<file path="src/hw/rtl/asad_pkg.sv">
// ----------------------------------------------------------------------------
// asad_pkg
// Shared types, constants and shift-add reciprocal programs for the
// approximate shift-add divider.
// ----------------------------------------------------------------------------
package asad_pkg;

    // Default datapath width and fixed port width
    localparam int DATA_WIDTH_DEF  = 32;
    localparam int IO_WIDTH        = 32;

    // Small divisors are 0..16
    localparam int SDIV_W          = 5;

    // Reciprocal program: six steps, two per pipeline stage
    localparam int NUM_STEPS       = 6;
    localparam int STEPS_PER_STAGE = 2;
    localparam int CHAIN_STAGES    = NUM_STEPS / STEPS_PER_STAGE;

    // Lanes: primary divisor, divisor plus one, and divisor nine (17 case)
    localparam int NUM_LANES       = 3;
    localparam int LANE_LO         = 0;
    localparam int LANE_HI         = 1;
    localparam int LANE_AUX        = 2;

    // Step operations
    //   OP_NONE : q = q >> r
    //   OP_SHADD: q = (q + (q >> k)) >> r
    //   OP_PLUS : q = (q + a) >> r
    //   OP_CLEAR: q = 0
    typedef enum logic [1:0] {
        OP_NONE,
        OP_SHADD,
        OP_PLUS,
        OP_CLEAR
    } op_kind_t;

    typedef struct packed {
        op_kind_t   kind;
        logic [3:0] k;
        logic [2:0] r;
    } chain_step_t;

    typedef chain_step_t [NUM_STEPS-1:0] chain_prog_t;

    // Control that travels with a request past normalization
    typedef struct packed {
        logic is_small;   // divisor 0..16, quotient comes from one chain
        logic special;    // divisor plus one is 17: use mean of 8 and 9
    } norm_ctl_t;

    function automatic chain_step_t mk_step(input op_kind_t kind,
                                            input logic [3:0] k,
                                            input logic [2:0] r);
        chain_step_t s;
        s.kind = kind;
        s.k    = k;
        s.r    = r;
        return s;
    endfunction

    // Shift-add program per small divisor; unused steps are plain passes
    function automatic chain_prog_t chain_prog(input logic [SDIV_W-1:0] d);
        chain_prog_t p;
        for (int i = 0; i < NUM_STEPS; i++) begin
            p[i] = mk_step(OP_NONE, 4'd0, 3'd0);
        end
        case (d)
            5'd0:  p[0] = mk_step(OP_CLEAR, 4'd0, 3'd0);
            5'd1:  p[0] = mk_step(OP_NONE, 4'd0, 3'd0);
            5'd2:  p[0] = mk_step(OP_NONE, 4'd0, 3'd1);
            5'd4:  p[0] = mk_step(OP_NONE, 4'd0, 3'd2);
            5'd8:  p[0] = mk_step(OP_NONE, 4'd0, 3'd3);
            5'd16: p[0] = mk_step(OP_NONE, 4'd0, 3'd4);
            5'd3:
            begin
                p[0] = mk_step(OP_SHADD, 4'd2, 3'd2);
                p[1] = mk_step(OP_PLUS, 4'd0, 3'd1);
                p[2] = mk_step(OP_SHADD, 4'd6, 3'd0);
                p[3] = mk_step(OP_SHADD, 4'd12, 3'd1);
            end
            5'd5, 5'd10:
            begin
                p[0] = mk_step(OP_SHADD, 4'd1, 3'd1);
                p[1] = mk_step(OP_SHADD, 4'd4, 3'd0);
                p[2] = mk_step(OP_SHADD, 4'd8, (d == 5'd5) ? 3'd2 : 3'd3);
            end
            5'd6, 5'd12:
            begin
                p[0] = mk_step(OP_SHADD, 4'd2, 3'd1);
                p[1] = mk_step(OP_SHADD, 4'd4, 3'd0);
                p[2] = mk_step(OP_SHADD, 4'd8, (d == 5'd6) ? 3'd2 : 3'd3);
            end
            5'd7, 5'd14:
            begin
                p[0] = mk_step(OP_SHADD, 4'd3, 3'd1);
                p[1] = mk_step(OP_SHADD, 4'd6, 3'd0);
                p[2] = mk_step(OP_SHADD, 4'd12, (d == 5'd7) ? 3'd2 : 3'd3);
            end
            5'd9:
            begin
                p[0] = mk_step(OP_SHADD, 4'd1, 3'd1);
                p[1] = mk_step(OP_PLUS, 4'd0, 3'd1);
                p[2] = mk_step(OP_SHADD, 4'd6, 3'd0);
                p[3] = mk_step(OP_SHADD, 4'd12, 3'd3);
            end
            5'd11:
            begin
                p[0] = mk_step(OP_SHADD, 4'd2, 3'd1);
                p[1] = mk_step(OP_PLUS, 4'd0, 3'd1);
                p[2] = mk_step(OP_PLUS, 4'd0, 3'd2);
                p[3] = mk_step(OP_PLUS, 4'd0, 3'd1);
                p[4] = mk_step(OP_SHADD, 4'd10, 3'd3);
            end
            5'd13:
            begin
                p[0] = mk_step(OP_SHADD, 4'd1, 3'd2);
                p[1] = mk_step(OP_PLUS, 4'd0, 3'd1);
                p[2] = mk_step(OP_PLUS, 4'd0, 3'd1);
                p[3] = mk_step(OP_PLUS, 4'd0, 3'd3);
                p[4] = mk_step(OP_PLUS, 4'd0, 3'd1);
                p[5] = mk_step(OP_SHADD, 4'd12, 3'd3);
            end
            5'd15:
            begin
                p[0] = mk_step(OP_SHADD, 4'd4, 3'd1);
                p[1] = mk_step(OP_SHADD, 4'd8, 3'd3);
            end
            default: p[0] = mk_step(OP_CLEAR, 4'd0, 3'd0);
        endcase
        return p;
    endfunction

endpackage

</file>
<file path="src/hw/rtl/asad_lzd.sv">
// ----------------------------------------------------------------------------
// asad_lzd
// Two-stage leading-one search on the divisor: per-byte encode, then pick
// the highest nonzero byte and form the base right-shift amount.
// ----------------------------------------------------------------------------
module asad_lzd
    import asad_pkg::*;
#(
    parameter int DATA_WIDTH = DATA_WIDTH_DEF,
    localparam int NG        = (DATA_WIDTH + 7) / 8,
    localparam int GW        = (NG > 1) ? $clog2(NG) : 1,
    localparam int MW        = GW + 3
)
(
    input  logic                  clk,
    input  logic                  en,
    input  logic [DATA_WIDTH-1:0] a_in,
    input  logic [DATA_WIDTH-1:0] d_in,
    output logic [DATA_WIDTH-1:0] a_out,
    output logic [DATA_WIDTH-1:0] d_out,
    output logic                  is_small_out,
    output logic [MW-1:0]         sh_out
);

    localparam int PADW = NG * 8;

    logic [PADW-1:0]       d_pad;
    logic [NG-1:0]         grp_nz_next;
    logic [2:0]            grp_pos_next [NG];

    logic [NG-1:0]         grp_nz_reg;
    logic [2:0]            grp_pos_reg [NG];
    logic [DATA_WIDTH-1:0] a1_reg;
    logic [DATA_WIDTH-1:0] d1_reg;
    logic                  small1_reg;

    logic [MW-1:0]         msb;
    logic [MW-1:0]         sh_next;

    logic [DATA_WIDTH-1:0] a2_reg;
    logic [DATA_WIDTH-1:0] d2_reg;
    logic                  small2_reg;
    logic [MW-1:0]         sh_reg;

    // Stage 1: leading-one position inside each byte
    always_comb
    begin
        d_pad = PADW'(d_in);
        for (int g = 0; g < NG; g++) begin
            grp_nz_next[g]  = |d_pad[g*8 +: 8];
            grp_pos_next[g] = 3'd0;
            for (int j = 0; j < 8; j++) begin
                if (d_pad[g*8 + j]) begin
                    grp_pos_next[g] = 3'(j);
                end
            end
        end
    end

    always_ff @(posedge clk)
    begin
        if (en) begin
            grp_nz_reg <= grp_nz_next;
            grp_pos_reg <= grp_pos_next;
            a1_reg <= a_in;
            d1_reg <= d_in;
            small1_reg <= (d_in <= DATA_WIDTH'(16));
        end
    end

    // Stage 2: highest nonzero byte gives the divisor msb
    always_comb
    begin
        msb = '0;
        for (int g = 0; g < NG; g++) begin
            if (grp_nz_reg[g]) begin
                msb = {GW'(g), grp_pos_reg[g]};
            end
        end
        // shift that leaves the divisor in 16..31
        sh_next = small1_reg ? '0 : (msb - MW'(4));
    end

    always_ff @(posedge clk)
    begin
        if (en) begin
            a2_reg <= a1_reg;
            d2_reg <= d1_reg;
            small2_reg <= small1_reg;
            sh_reg <= sh_next;
        end
    end

    assign a_out        = a2_reg;
    assign d_out        = d2_reg;
    assign is_small_out = small2_reg;
    assign sh_out       = sh_reg;

endmodule

</file>
<file path="src/hw/rtl/asad_norm.sv">
// ----------------------------------------------------------------------------
// asad_norm
// Shifts dividend and divisor right together so a divisor above 16 is 8..16
// (small divisors pass unshifted) and sets up the operands of the three reciprocal lanes.
// ----------------------------------------------------------------------------
module asad_norm
    import asad_pkg::*;
#(
    parameter int DATA_WIDTH = DATA_WIDTH_DEF,
    parameter int MW         = 4
)
(
    input  logic                  clk,
    input  logic                  en,
    input  logic [DATA_WIDTH-1:0] a_in,
    input  logic [DATA_WIDTH-1:0] d_in,
    input  logic                  is_small_in,
    input  logic [MW-1:0]         sh_in,
    output logic [DATA_WIDTH-1:0] a_lo_out,
    output logic [SDIV_W-1:0]     d_lo_out,
    output logic [DATA_WIDTH-1:0] a_hi_out,
    output logic [SDIV_W-1:0]     d_hi_out,
    output logic [DATA_WIDTH-1:0] a_aux_out,
    output norm_ctl_t             ctl_out
);

    logic [DATA_WIDTH-1:0] a_t;
    logic [DATA_WIDTH-1:0] d_t;
    logic [SDIV_W-1:0]     t5;
    logic [SDIV_W-1:0]     ds;
    logic [DATA_WIDTH-1:0] a_s;

    logic [DATA_WIDTH-1:0] a_lo_next;
    logic [SDIV_W-1:0]     d_lo_next;
    logic [DATA_WIDTH-1:0] a_hi_next;
    logic [SDIV_W-1:0]     d_hi_next;
    logic [DATA_WIDTH-1:0] a_aux_next;
    norm_ctl_t             ctl_next;

    logic [DATA_WIDTH-1:0] a_lo_reg;
    logic [SDIV_W-1:0]     d_lo_reg;
    logic [DATA_WIDTH-1:0] a_hi_reg;
    logic [SDIV_W-1:0]     d_hi_reg;
    logic [DATA_WIDTH-1:0] a_aux_reg;
    norm_ctl_t             ctl_reg;

    // Barrel shift, then one more bit unless the divisor landed on 16 or is small
    always_comb
    begin
        a_t = a_in >> sh_in;
        d_t = d_in >> sh_in;
        t5  = d_t[SDIV_W-1:0];
        if (is_small_in) begin
            ds  = d_in[SDIV_W-1:0];
            a_s = a_in;
        end else if (t5 == 5'd16) begin
            ds  = t5;
            a_s = a_t;
        end else begin
            ds  = t5 >> 1;
            a_s = a_t >> 1;
        end

        ctl_next.is_small = is_small_in;
        ctl_next.special  = !is_small_in && (ds == 5'd16);
        a_lo_next  = a_s;
        d_lo_next  = ds;
        a_aux_next = a_s >> 1;
        if (is_small_in) begin
            a_hi_next = a_s;
            d_hi_next = ds;
        end else if (ctl_next.special) begin
            a_hi_next = a_s >> 1;
            d_hi_next = 5'd8;
        end else begin
            a_hi_next = a_s;
            d_hi_next = ds + 5'd1;
        end
    end

    always_ff @(posedge clk)
    begin
        if (en) begin
            a_lo_reg <= a_lo_next;
            d_lo_reg <= d_lo_next;
            a_hi_reg <= a_hi_next;
            d_hi_reg <= d_hi_next;
            a_aux_reg <= a_aux_next;
            ctl_reg <= ctl_next;
        end
    end

    assign a_lo_out  = a_lo_reg;
    assign d_lo_out  = d_lo_reg;
    assign a_hi_out  = a_hi_reg;
    assign d_hi_out  = d_hi_reg;
    assign a_aux_out = a_aux_reg;
    assign ctl_out   = ctl_reg;

endmodule

</file>
<file path="src/hw/rtl/asad_chain.sv">
// ----------------------------------------------------------------------------
// asad_chain
// One pipeline stage of a shift-add reciprocal lane: runs two program steps
// of the small divisor and registers the partial quotient.
// ----------------------------------------------------------------------------
module asad_chain
    import asad_pkg::*;
#(
    parameter int DATA_WIDTH = DATA_WIDTH_DEF,
    parameter int FIRST_STEP = 0
)
(
    input  logic                  clk,
    input  logic                  en,
    input  logic [DATA_WIDTH-1:0] a_in,
    input  logic [SDIV_W-1:0]     d_in,
    input  logic [DATA_WIDTH-1:0] q_in,
    output logic [DATA_WIDTH-1:0] a_out,
    output logic [SDIV_W-1:0]     d_out,
    output logic [DATA_WIDTH-1:0] q_out
);

    chain_prog_t           prog;
    chain_step_t           st;
    logic [DATA_WIDTH-1:0] sum;
    logic [DATA_WIDTH-1:0] q_next;

    logic [DATA_WIDTH-1:0] a_reg;
    logic [SDIV_W-1:0]     d_reg;
    logic [DATA_WIDTH-1:0] q_reg;

    // Two steps; sums wrap at the datapath width before the post shift
    always_comb
    begin
        prog   = chain_prog(d_in);
        q_next = q_in;
        st     = prog[FIRST_STEP];
        sum    = '0;
        for (int i = 0; i < STEPS_PER_STAGE; i++) begin
            st = prog[FIRST_STEP + i];
            case (st.kind)
                OP_NONE:
                begin
                    q_next = q_next >> st.r;
                end
                OP_SHADD:
                begin
                    sum    = q_next + (q_next >> st.k);
                    q_next = sum >> st.r;
                end
                OP_PLUS:
                begin
                    sum    = q_next + a_in;
                    q_next = sum >> st.r;
                end
                OP_CLEAR:
                begin
                    q_next = '0;
                end
                default:
                begin
                    q_next = '0;
                end
            endcase
        end
    end

    always_ff @(posedge clk)
    begin
        if (en) begin
            a_reg <= a_in;
            d_reg <= d_in;
            q_reg <= q_next;
        end
    end

    assign a_out = a_reg;
    assign d_out = d_reg;
    assign q_out = q_reg;

endmodule

</file>
<file path="src/hw/rtl/approx_shift_add_divider.sv">
// ----------------------------------------------------------------------------
// approx_shift_add_divider
// Approximate unsigned divider built from shift-add reciprocal chains.
// ----------------------------------------------------------------------------
// Usage:
//   A request carries dividend and divisor on in_valid/in_ready; the result
//   leaves as quotient on out_valid/out_ready. The quotient is approximate;
//   a zero divisor gives zero. From acceptance to out_valid a request
//   passes two stages of leading-one search, one normalizing barrel shift,
//   three reciprocal stages (two shift-add steps each, three lanes in
//   parallel) and the averaging output register.
//   Throughput is one request per cycle; the pipeline takes a new request
//   every cycle while the output register is empty or being drained.
//   When the receiver holds out_ready low with a result waiting, the whole
//   pipeline freezes in place and in_ready drops; nothing is lost or
//   repeated. Reset clears the valid bits only; the block holds no state
//   beyond the requests in flight.
// ----------------------------------------------------------------------------
module approx_shift_add_divider
    import asad_pkg::*;
#(
    parameter int DATA_WIDTH = DATA_WIDTH_DEF
)
(
    input  logic                clk,
    input  logic                rst_n,
    input  logic                in_valid,
    output logic                in_ready,
    input  logic [IO_WIDTH-1:0] dividend,
    input  logic [IO_WIDTH-1:0] divisor,
    output logic                out_valid,
    input  logic                out_ready,
    output logic [IO_WIDTH-1:0] quotient
);

    localparam int NG     = (DATA_WIDTH + 7) / 8;
    localparam int GW     = (NG > 1) ? $clog2(NG) : 1;
    localparam int MW     = GW + 3;
    localparam int NSTAGE = 2 + 1 + CHAIN_STAGES + 1;

    logic                  en;
    logic [NSTAGE-1:0]     vld_reg;

    logic [DATA_WIDTH-1:0] lz_a;
    logic [DATA_WIDTH-1:0] lz_d;
    logic                  lz_small;
    logic [MW-1:0]         lz_sh;

    norm_ctl_t             nm_ctl;
    norm_ctl_t             ctl_reg [CHAIN_STAGES];

    logic [DATA_WIDTH-1:0] ch_a [NUM_LANES][CHAIN_STAGES+1];
    logic [SDIV_W-1:0]     ch_d [NUM_LANES][CHAIN_STAGES+1];
    logic [DATA_WIDTH-1:0] ch_q [NUM_LANES][CHAIN_STAGES+1];

    logic [DATA_WIDTH-1:0] hi_sum;
    logic [DATA_WIDTH-1:0] hi_val;
    logic [DATA_WIDTH-1:0] mean_sum;
    logic [DATA_WIDTH-1:0] res_next;
    logic [IO_WIDTH-1:0]   quotient_reg;

    // Global advance: move whenever the output slot is free or draining
    assign en       = !vld_reg[NSTAGE-1] || out_ready;
    assign in_ready = en;

    always_ff @(posedge clk or negedge rst_n)
    begin
        if (!rst_n) begin
            vld_reg <= '0;
        end else if (en) begin
            vld_reg <= {vld_reg[NSTAGE-2:0], in_valid};
        end
    end

    // Leading-one search on the divisor
    asad_lzd #(
        .DATA_WIDTH (DATA_WIDTH)
    ) u_lzd (
        .clk          (clk),
        .en           (en),
        .a_in         (DATA_WIDTH'(dividend)),
        .d_in         (DATA_WIDTH'(divisor)),
        .a_out        (lz_a),
        .d_out        (lz_d),
        .is_small_out (lz_small),
        .sh_out       (lz_sh)
    );

    // Normalize a divisor above 16 to 8..16 and set up the lanes
    asad_norm #(
        .DATA_WIDTH (DATA_WIDTH),
        .MW         (MW)
    ) u_norm (
        .clk         (clk),
        .en          (en),
        .a_in        (lz_a),
        .d_in        (lz_d),
        .is_small_in (lz_small),
        .sh_in       (lz_sh),
        .a_lo_out    (ch_a[LANE_LO][0]),
        .d_lo_out    (ch_d[LANE_LO][0]),
        .a_hi_out    (ch_a[LANE_HI][0]),
        .d_hi_out    (ch_d[LANE_HI][0]),
        .a_aux_out   (ch_a[LANE_AUX][0]),
        .ctl_out     (nm_ctl)
    );

    // Auxiliary lane always divides by nine
    assign ch_d[LANE_AUX][0] = SDIV_W'(9);

    // Reciprocal lanes, two steps per stage
    for (genvar l = 0; l < NUM_LANES; l++) begin : g_lane
        assign ch_q[l][0] = ch_a[l][0];
        for (genvar s = 0; s < CHAIN_STAGES; s++) begin : g_stage
            asad_chain #(
                .DATA_WIDTH (DATA_WIDTH),
                .FIRST_STEP (s * STEPS_PER_STAGE)
            ) u_chain (
                .clk   (clk),
                .en    (en),
                .a_in  (ch_a[l][s]),
                .d_in  (ch_d[l][s]),
                .q_in  (ch_q[l][s]),
                .a_out (ch_a[l][s+1]),
                .d_out (ch_d[l][s+1]),
                .q_out (ch_q[l][s+1])
            );
        end
    end

    // Lane control follows the chain stages
    always_ff @(posedge clk)
    begin
        if (en) begin
            ctl_reg[0] <= nm_ctl;
            for (int s = 1; s < CHAIN_STAGES; s++) begin
                ctl_reg[s] <= ctl_reg[s-1];
            end
        end
    end

    // Average the lanes (a small divisor takes the primary lane alone); sums wrap at the datapath width
    always_comb
    begin
        hi_sum   = ch_q[LANE_HI][CHAIN_STAGES] + ch_q[LANE_AUX][CHAIN_STAGES];
        hi_val   = ctl_reg[CHAIN_STAGES-1].special ? (hi_sum >> 1)
                                                   : ch_q[LANE_HI][CHAIN_STAGES];
        mean_sum = ch_q[LANE_LO][CHAIN_STAGES] + hi_val;
        res_next = ctl_reg[CHAIN_STAGES-1].is_small ? ch_q[LANE_LO][CHAIN_STAGES]
                                                    : (mean_sum >> 1);
    end

    // Output register
    always_ff @(posedge clk)
    begin
        if (en) begin
            quotient_reg <= IO_WIDTH'(res_next);
        end
    end

    assign out_valid = vld_reg[NSTAGE-1];
    assign quotient  = quotient_reg;

endmodule
</file>
<file path="config.mk">
export PLATFORM = sky130hd
export DESIGN_NAME = approx_shift_add_divider
export DESIGN_NICKNAME = d
export VERILOG_FILES = /design/src/hw/rtl/asad_pkg.sv /design/src/hw/rtl/asad_lzd.sv /design/src/hw/rtl/asad_norm.sv /design/src/hw/rtl/asad_chain.sv /design/src/hw/rtl/approx_shift_add_divider.sv
export SDC_FILE = /design/constraint.sdc
export NUM_CORES = 2
export LEC_CHECK = 0
export BUFFER_PORTS_ARGS = -buffer_cell sky130_fd_sc_hd__buf_2
export CAP_MARGIN = 20
export CORE_MARGIN = 1.5
export CORE_UTILIZATION = 40
export CTS_CLUSTER_SIZE = 10
export DETAILED_ROUTE_END_ITERATION = 6
export HOLD_SLACK_MARGIN = 0.05
export SYNTH_ARGS = -nofsm -noshare
export SYNTH_HDL_FRONTEND = slang
export SYNTH_SLANG_ARGS = --single-unit
</file>
<file path="constraint.sdc">
create_clock -name clk -period 100.7 [get_ports clk]
set_clock_uncertainty 0.1 [all_clocks]
set_input_delay 30.21 -clock clk [delete_from_list [all_inputs] [get_ports clk]]
set_output_delay 30.21 -clock clk [all_outputs]
set_load 0.05 [all_outputs]
</file>
==> metrics <==
syn nets roughly 9600; chip height roughly 430 um; H-tree depth 3; sequential area share after synthesis roughly 28%; CTS tree yes; DR iter-0 viols ~7000; f_max about 0.016 GHz; wire length on met2 between 100000 and 150000 um; FP Rows 157; async set-reset flop share out of synthesis less than 1%; Crit Path Max Fanout 33; CTS resizes 0; Longest Clk Path Bufs 3; synth top area cells edfxtp_1 (28%), ha_1 (9.5%), nand2_1 (5.8%); Required @ worst endpoint approximately 70 ns; DIE AREA 187500 um2; Crit. End Element output pin; number of flops mapped to enable cells by yosys a little under 700; DR WL/cell 20.78 um; Final Max Slew Viols 0; antenna-violating nets left 0; synth warn 0; # Post-CTS Setup Buffers 0; vias in the first global route ~63000; largest net degree at the start of global routing 160; Die Width about 430 um; layout cells sized above 1 under 10%; Yosys top cell area share roughly 28%; r2r setup slk just under 90 ns; data arrival time of the worst path between 30 and 40 ns; # IOs roughly 100; CTS buffer count 86; Startpoint Class input pin; routed wl met3 around 17000 um; Clock transition at path regs around 0.050 ns; Hold Fails Final Rpt 0; Residual DRC 0; nets@finish approximately 9400; first-pass GRT wire length about 360000 um; Synth Register Bits 701; total core area around 180000 um2; hold crit path type flip-flop to flip-flop; Setup CP Type input pin to output pin; Pre-antenna DRT Iters 6; # setup viols final 0; routed length on met1 around 110000 um; Mapped Cells ~9000; drt total wl about 230000 um; Via Count about 68000; max-cap violation count 0; Worst-Margin Slew approximately 1.3 ns; Port Buffers between 100 and 150; setup TNS 0 ns; initial antenna violation count 14; DR vias/cell around 6.0; top_reg_cell synth edfxtp_1; Final Wtd Congestion approximately 0.96; top layer in use met5; starting density of the core about two fifths; Final min period roughly 60 ns; Area growth, synth to finish 6.912%; clock sink count roughly 700; post-synthesis cell type with the largest combined area edfxtp_1; worst-skew pair later-pin latency roughly 0.74 ns; max reg flops 281; outcome completed; crit share post-route about 61%; Post-Syn Area between 70000 and 80000 um2; total gr overflow 0; post-synthesis cell type count approximately 110; RSZ-0062 raised after global routing no; syn avg cell area between 8 and 9 um2; Detail Placement HPWL between 150000 and 200000 um; GRT Total Usage 24.14%; hold buffers post-CTS 0; max_slew headroom between 10% and 20%; root buffer cell clkbuf_16
[cell type report]
cell class,count,area [um2]
fill,18150,104200
multi-input combinational,7451,49970
sequential,701,21020
tap,2464,3083
clock buffer,95,2186
timing repair buffer,199,1286
inverter,319,1197
clock inverter,27,314.1
antenna,6,15.01
[per-layer routing]
layer,vias up,global-route usage (%)
met5,-,0
met4,10,7.475
met3,374,3.345
met2,2403,37.92
met1,32180,34.14
li1,32950,-
[through the flow]
step	util [%]	area [um2]	worst slack [ns]	instances	hold WS (ns)
detailed placement	41.74	76500	39.33	11130	0.3045
global route	43.13	79050	39.30	11260	0.3077
floorplan	-	73950	20.80	8972	0.3003
global placement	41.74	76500	39.34	11130	0.3007
finish	43.14	79060	39.37	11260	0.3012
CTS	43.10	79000	39.32	11250	0.2866
[final timing paths]
path                                                                             end                    startpoint  depth (start not counted)
worst max-delay path                                                        in_ready                     out_ready                          3
worst min-delay path                                       u_lzd.d_out[14]$_DFFE_PP_    u_lzd.d1_reg[14]$_DFFE_PP_                          0
worst max register to register  g_lane[0].g_stage[0].u_chain.q_out[30]$_SDFFCE_PP0P_  u_norm.d_lo_out[2]$_DFFE_PP_                         38
worst min register to register                             u_lzd.d_out[14]$_DFFE_PP_    u_lzd.d1_reg[14]$_DFFE_PP_                          0
max in group asynchronous                                     vld_reg[3]$_DFFE_PN0P_                         rst_n                          1
min in group asynchronous                                     vld_reg[6]$_DFFE_PN0P_                         rst_n                          1
[worst max-delay path: stages]
cell and delay (ns):
buf_2 0.08, nand2b_4 0.36, buf_2 0.36
[layout by cell type, fill, tap and decap left out, types with 24 or more instances in the layout]
master	n
a211o_1	38
a211oi_1	162
a21o_1	277
a21oi_1	788
a22o_1	56
a22oi_1	37
a311oi_1	30
a31oi_1	86
and2_1	81
and3_1	80
buf_2	101
buf_4	95
clkbuf_16	86
edfxtp_1	694
ha_1	555
inv_1	306
mux2_2	130
mux2i_1	399
mux4_2	47
nand2_1	1134
nand2b_1	89
nand3_1	146
nand3b_1	24
nand4_1	48
nor2_1	799
nor2b_1	97
nor3_1	183
nor3b_1	25
nor4_1	24
o211ai_1	91
o21a_1	105
o21ai_0	542
o21ai_1	170
o21bai_1	83
o22ai_1	82
o31ai_1	58
or2_2	40
or3_1	66
xnor2_1	277
xor2_1	139
[cells by family after synthesis]
family	Yosys count	synth area share, %
buffers and inverters	820	4.210
AOI/OAI and AO/OA	2972	25.90
adders and majority gates	576	9.898
xor gates and xnor gates	416	4.927
DFF	701	28.42
and+or+nand+nor	2907	17.76
muxes	580	8.891
[cells in the mapped netlist (67+ instances only)]
cell type / count
o21a_1: 105
o22ai_1: 82
o21ai_0: 542
edfxtp_1: 694
a21o_1: 277
nand2b_1: 90
mux2i_1: 399
mux2_2: 130
nand3_1: 146
a211oi_1: 164
or3_1: 67
nand2_1: 1134
o211ai_1: 91
ha_1: 561
a31oi_1: 86
a21oi_1: 788
clkbuf_1: 425
nor2b_1: 97
nor3_1: 188
o21bai_1: 83
xor2_1: 139
and2_1: 81
nor2_1: 799
xnor2_1: 277
inv_1: 306
o21ai_1: 173
and3_1: 80
Power is not shown: default switching activity piles up to over one toggle a cycle in this logic, so the estimate is an artifact.
